### src/hdl/gdfw_ram.sv
// ---------------------------------------------------------------------------
// gdfw_ram - generic simple dual-port RAM
// One write port, one read port, registered read data.
// ---------------------------------------------------------------------------
module gdfw_ram #(
  parameter int WIDTH = 8,
  parameter int DEPTH = 64
) (
  input  logic                     clk,
  input  logic                     we,
  input  logic [$clog2(DEPTH)-1:0] waddr,
  input  logic [WIDTH-1:0]         wdata,
  input  logic [$clog2(DEPTH)-1:0] raddr,
  output logic [WIDTH-1:0]         rdata
);

  logic [WIDTH-1:0] mem [DEPTH];

  always_ff @(posedge clk) begin
    if (we) begin
      mem[waddr] <= wdata;
    end
    rdata <= mem[raddr];
  end

endmodule

### config.mk
export PLATFORM = sky130hd
export DESIGN_NAME = gdfw_ram
export DESIGN_NICKNAME = d
export VERILOG_FILES = /design/src/hdl/gdfw_ram.sv
export SDC_FILE = /design/constraint.sdc
export NUM_CORES = 1
export LEC_CHECK = 0
export ABC_CLOCK_PERIOD_IN_PS = 2000
export BUFFER_PORTS_ARGS = -buffer_cell sky130_fd_sc_hd__buf_2
export CORE_MARGIN = 2
export CORE_UTILIZATION = 45
export CTS_CLUSTER_SIZE = 28
export DETAILED_ROUTE_END_ITERATION = 10
export GPL_TIMING_DRIVEN = 0
export MAX_ROUTING_LAYER = met4
export PLACE_DENSITY = 0.68
export SLEW_MARGIN = 20
export SYNTH_ARGS = -nofsm -noshare
export SYNTH_HDL_FRONTEND = slang
export SYNTH_SLANG_ARGS = --single-unit
### constraint.sdc
create_clock -name clk -period 2 [get_ports clk]
set_input_delay 0 -clock clk [delete_from_list [all_inputs] [get_ports clk]]
set_output_delay 0 -clock clk [all_outputs]
set_load 0.05 [all_outputs]
Word level (Yosys, flattened, before mapping)
Memories as Yosys holds them, arrays and structs flattened. A register that Yosys moved wholly into a read port is not among the register bits.
Cells that the tools add are included.

operators by class
  muxes and demuxes = 2

operators by type and width
  operator  number
  $mux W1   2

storage, ports and cells
  bits in writable memories = 512
  register bits = 0
  logic and storage cells = 3
  bits of input ports = 22
  output and inout port bits = 8
  memories = 1

memories
  memory  depth  width  read ports  clocked after memory_dff  write ports  RTL line  source
  mem     64     8      1           1                         1            17        logic [WIDTH-1:0] mem [DEPTH];

Depth between registers and ports, before layout
  word-level depth = 2
  depth in mapped cells = 9
  depth with buffers taken out = 5

Worst setup path before layout
No wires, ideal clock.

  kind = reg2reg
  start point = mem mem[29][4]
  end point = reg rdata[4], read port of mem
  arrival = 1.560 ns
  stages on the path, launching flop included = 6
  setup slack = 0.308 ns
  setup time = 0.132 ns
  required time = 1.868 ns
  cell sequence = edfxtp_1 mux4_2 mux2_2 o221a_2 nor3_1 o32ai_1

RTL lines
  element      RTL line  source
  from (decl)  17
  to (decl)    14        output logic [WIDTH-1:0] rdata

==> out/qor.yml <==
cts:
  path_clk_slew_ps: 60
  cts.path.max_buffers: 3
  cts_inserted_buffers: 50
  cts_root_buf: "clkbuf_16"
  cts.sinks: 520
  clock_latency_ps: 590
  cts_tree: "done"
  htree_num_levels: 2
cells_and_area:
  layout.nets: 1038
  area_delta_synth_final_pct: 13.3
  drive_gt1_frac: 0.264
  register_area_um2: 15500
  final_cell_mix: "512 x edfxtp_1, 126 x mux4_2, 81 x nor2_1, 53 x clkbuf_16, 30 x clkbuf_1"
  layout_commonest_cell: "edfxtp_1"
  multi_input_area_um2: 4430
  fillers: 3430
critical_path:
  path_buf_inv: 0
  required_ps: 2430
  setup.worst_path.start: "mem[34][5]"
  slowest_delay_ps: 530
  worstSetupPathType: "register to register"
  start_kind: "register"
  cp_data_arrival_time_ps: 2430
  path_max_fanout: 1
  cp_cell_sequence: "mux4_2 -> mux4_2 -> o21ai_1 -> o41ai_1"
  cp_top_family: "multiplexers"
  slowest_stage: "mux4_2"
  critPathMostFrequentCell: "mux4_2"
  r2r-start: "mem[34][5]"
  reg2reg_slack_ps: -6
  critPathCaptureType: "register"
synthesis:
  synth_seq_area_share: 0.770
  synthCells: 940
  yosysUniqueCellTypes: 40
  synth_edf_count: 512
  synthArstFlopShare: 0
  yosysWarnings: 0
  synth_fp_nets: 962
  ys.flop_type: "edfxtp_1"
  ys_seq_elements: 520
  synth.avg_cell_area_um2: 21.5
  syn_area_um2: 20200
timing:
  finalWorstSetupSlack_ps: -6.44
  worstMarginPinSlew_ps: 1110
  relSlewSlack: 0.260
  setup_viol: 1
  grt_setup_unrepaired: "true"
  whs_ps: -26.9
  fin_crit_sh: 1.00
  fmaxAchievable_ghz: 0.498
  hold_violations: 40
  drv_slew: 0
  period_needed_ps: 2010
  finClkSkew_ps: 20.1
detailed_routing:
  routed_via_density: 5.98
  vias: 9857
  ant_nets: 0
  wl_per_cell_um: 28.6
  drt_iter0_drc: 1286
  drc: 0
  drt_first_pass_iters: 7
  routed_wl_mm: 47.2
floorplanning:
  io-pin-count: 30
  fp.dieW_um: 216
  num_rows: 77
  die_area_um2: 46500
  start_util: 0.456
  core_um2: 44200
  die_h_um: 216
place:
  port_buffers: 21
  routabilityCongestion: 0.931
  dp_hpwl_mm: 29.9
  pre_cts_ws_ps: -843
global_route:
  grt_max_degree: 65
  grt_pass1_vias: 10000
  grt_overflow: 0
  grt_first_pass_wirelength_mm: 68.6
  grt_usage: 0.213
  grt_antenna_before_repair: 2
outcome:
  status: "finished with violations"
  violations: "hold timing, setup timing"
worst_hold_path:
  hold_class: "primary input to register"
  min_from: "wdata[1]"
power_and_ir_drop:
  ir_drop_v: 0.000583
  power.density_nw_per_um2: 1000
  total_power_mw: 22.9
  power_leakage_nw: 7.06
job:
  drv_cap: 0
==> Yosys cell counts (2+ instances only) <==
cell type  count  area (um2)
a221oi_1       6        52.6
o2111ai_1      3        26.3
buf_12         2        40.0
o2bb2ai_1      3        26.3
buf_4         13        97.6
o41ai_1        2        17.5
a22oi_1        3        22.5
buf_1          4        15.0
mux2_2        13         146
edfxtp_1     512       15400
a211oi_1       4        30.0
nand2b_1       7        43.8
clkbuf_1      17        63.8
o21a_1         2        15.0
o221a_2        2        22.5
nand3_1       13        65.1
nor2b_1       14        87.6
nand3b_1       3        22.5
o221ai_1       8        70.1
nor3_1         7        35.0
nor4_1         2        12.5
nor2_1        83         312
o21ai_1        2        10.0
a2111oi_0      2        17.5
nand2_1       19        71.3
o22ai_1        8        50.1
o21ai_0        2        10.0
o32ai_1        2        17.5
nand4_1        2        12.5
mux4_2       126        2840
buf_6          4        45.0
buf_2         11        55.1
dfxtp_1        8         160
mux2i_1       23         230
a21oi_1        3        15.0
==> routing by layer <==
layer,GRT usage,share of wire,vias up
met5,-,0,-
met4,0.0887,0.039,0
met3,0.0510,0.091,99
met2,0.320,0.47,512
met1,0.281,0.40,5163
li1,-,-,4083
==> kinds of logic (layout without fill, tap and decap cells) <==
kind of cell    count (synthesis)  in the layout  share of synthesized area
mux                           162            162                      0.159
flops                         520            520                      0.770
other cells                     0              2                          0
compound gates                 54             54                     0.0207
buf+inv                        51            164                     0.0157
simple gates                  153            153                     0.0339
==> worst reg2reg max path: cells and delay by family, from the launching register on <==
family,cells,cell delay [ps]
muxes,2,1030
AOI/OAI and AO/OA,2,440
DFF,1,370
==> path summary, 6_finish.rpt <==
| check | end | depth (start not counted) |
|---|---|---|
| hold reg to reg | rdata[7] | 4 |
| hold / removal | mem[15][1] | 1 |
| setup / recovery | rdata[5] | 4 |
| setup reg to reg | rdata[5] | 4 |
==> sequential cells by signal (all words and copies together) (netlist names) <==
signal,count
mem,512
rdata,8
==> where the power goes <==
group	leakage, nW	internal, mW	switching (mW)	total (mW)
sequential	4.67	12.1	0.0197	12.1
clock	0.801	5.66	3.89	9.55
combinational	1.59	0.450	0.850	1.30
total	7.06	18.2	4.76	22.9
==> area by class of cell <==
type	count	share of cell area
Clock inverter	20	0.0106
Buffer	51	0.0144
Clock buffer	69	0.0616
Multi-Input combinational cell	369	0.194
Tap cell	592	0.0324
Antenna cell	2	0.000219
Timing Repair Buffer	24	0.00679
Sequential cell	520	0.680
==> stage by stage <==
step	utilization	area, um2	hold slack [ps]	TNS (ps)	instances
floorplan	-	20200	98.9	0	940
global placement	0.475	21000	445	-43870	1553
detailed placement	0.475	21000	465	-74740	1553
CTS	0.514	22800	25.0	0	1644
global route	0.517	22800	6.35	-1.14	1647
finish	0.517	22800	-26.9	-6.44	1647
==> repair_timing <==
action                                 in CTS  in global routing
hold buffers                                2                  1
pin swaps                                   0                  1
endpoints found under the hold margin       5                 16
setup endpoints to repair                   7                  6
gates cloned                                0                  0
resized for setup                          13                 11
buffers inserted                            0                  0
Note: power is estimated with default switching activity, not from simulation.
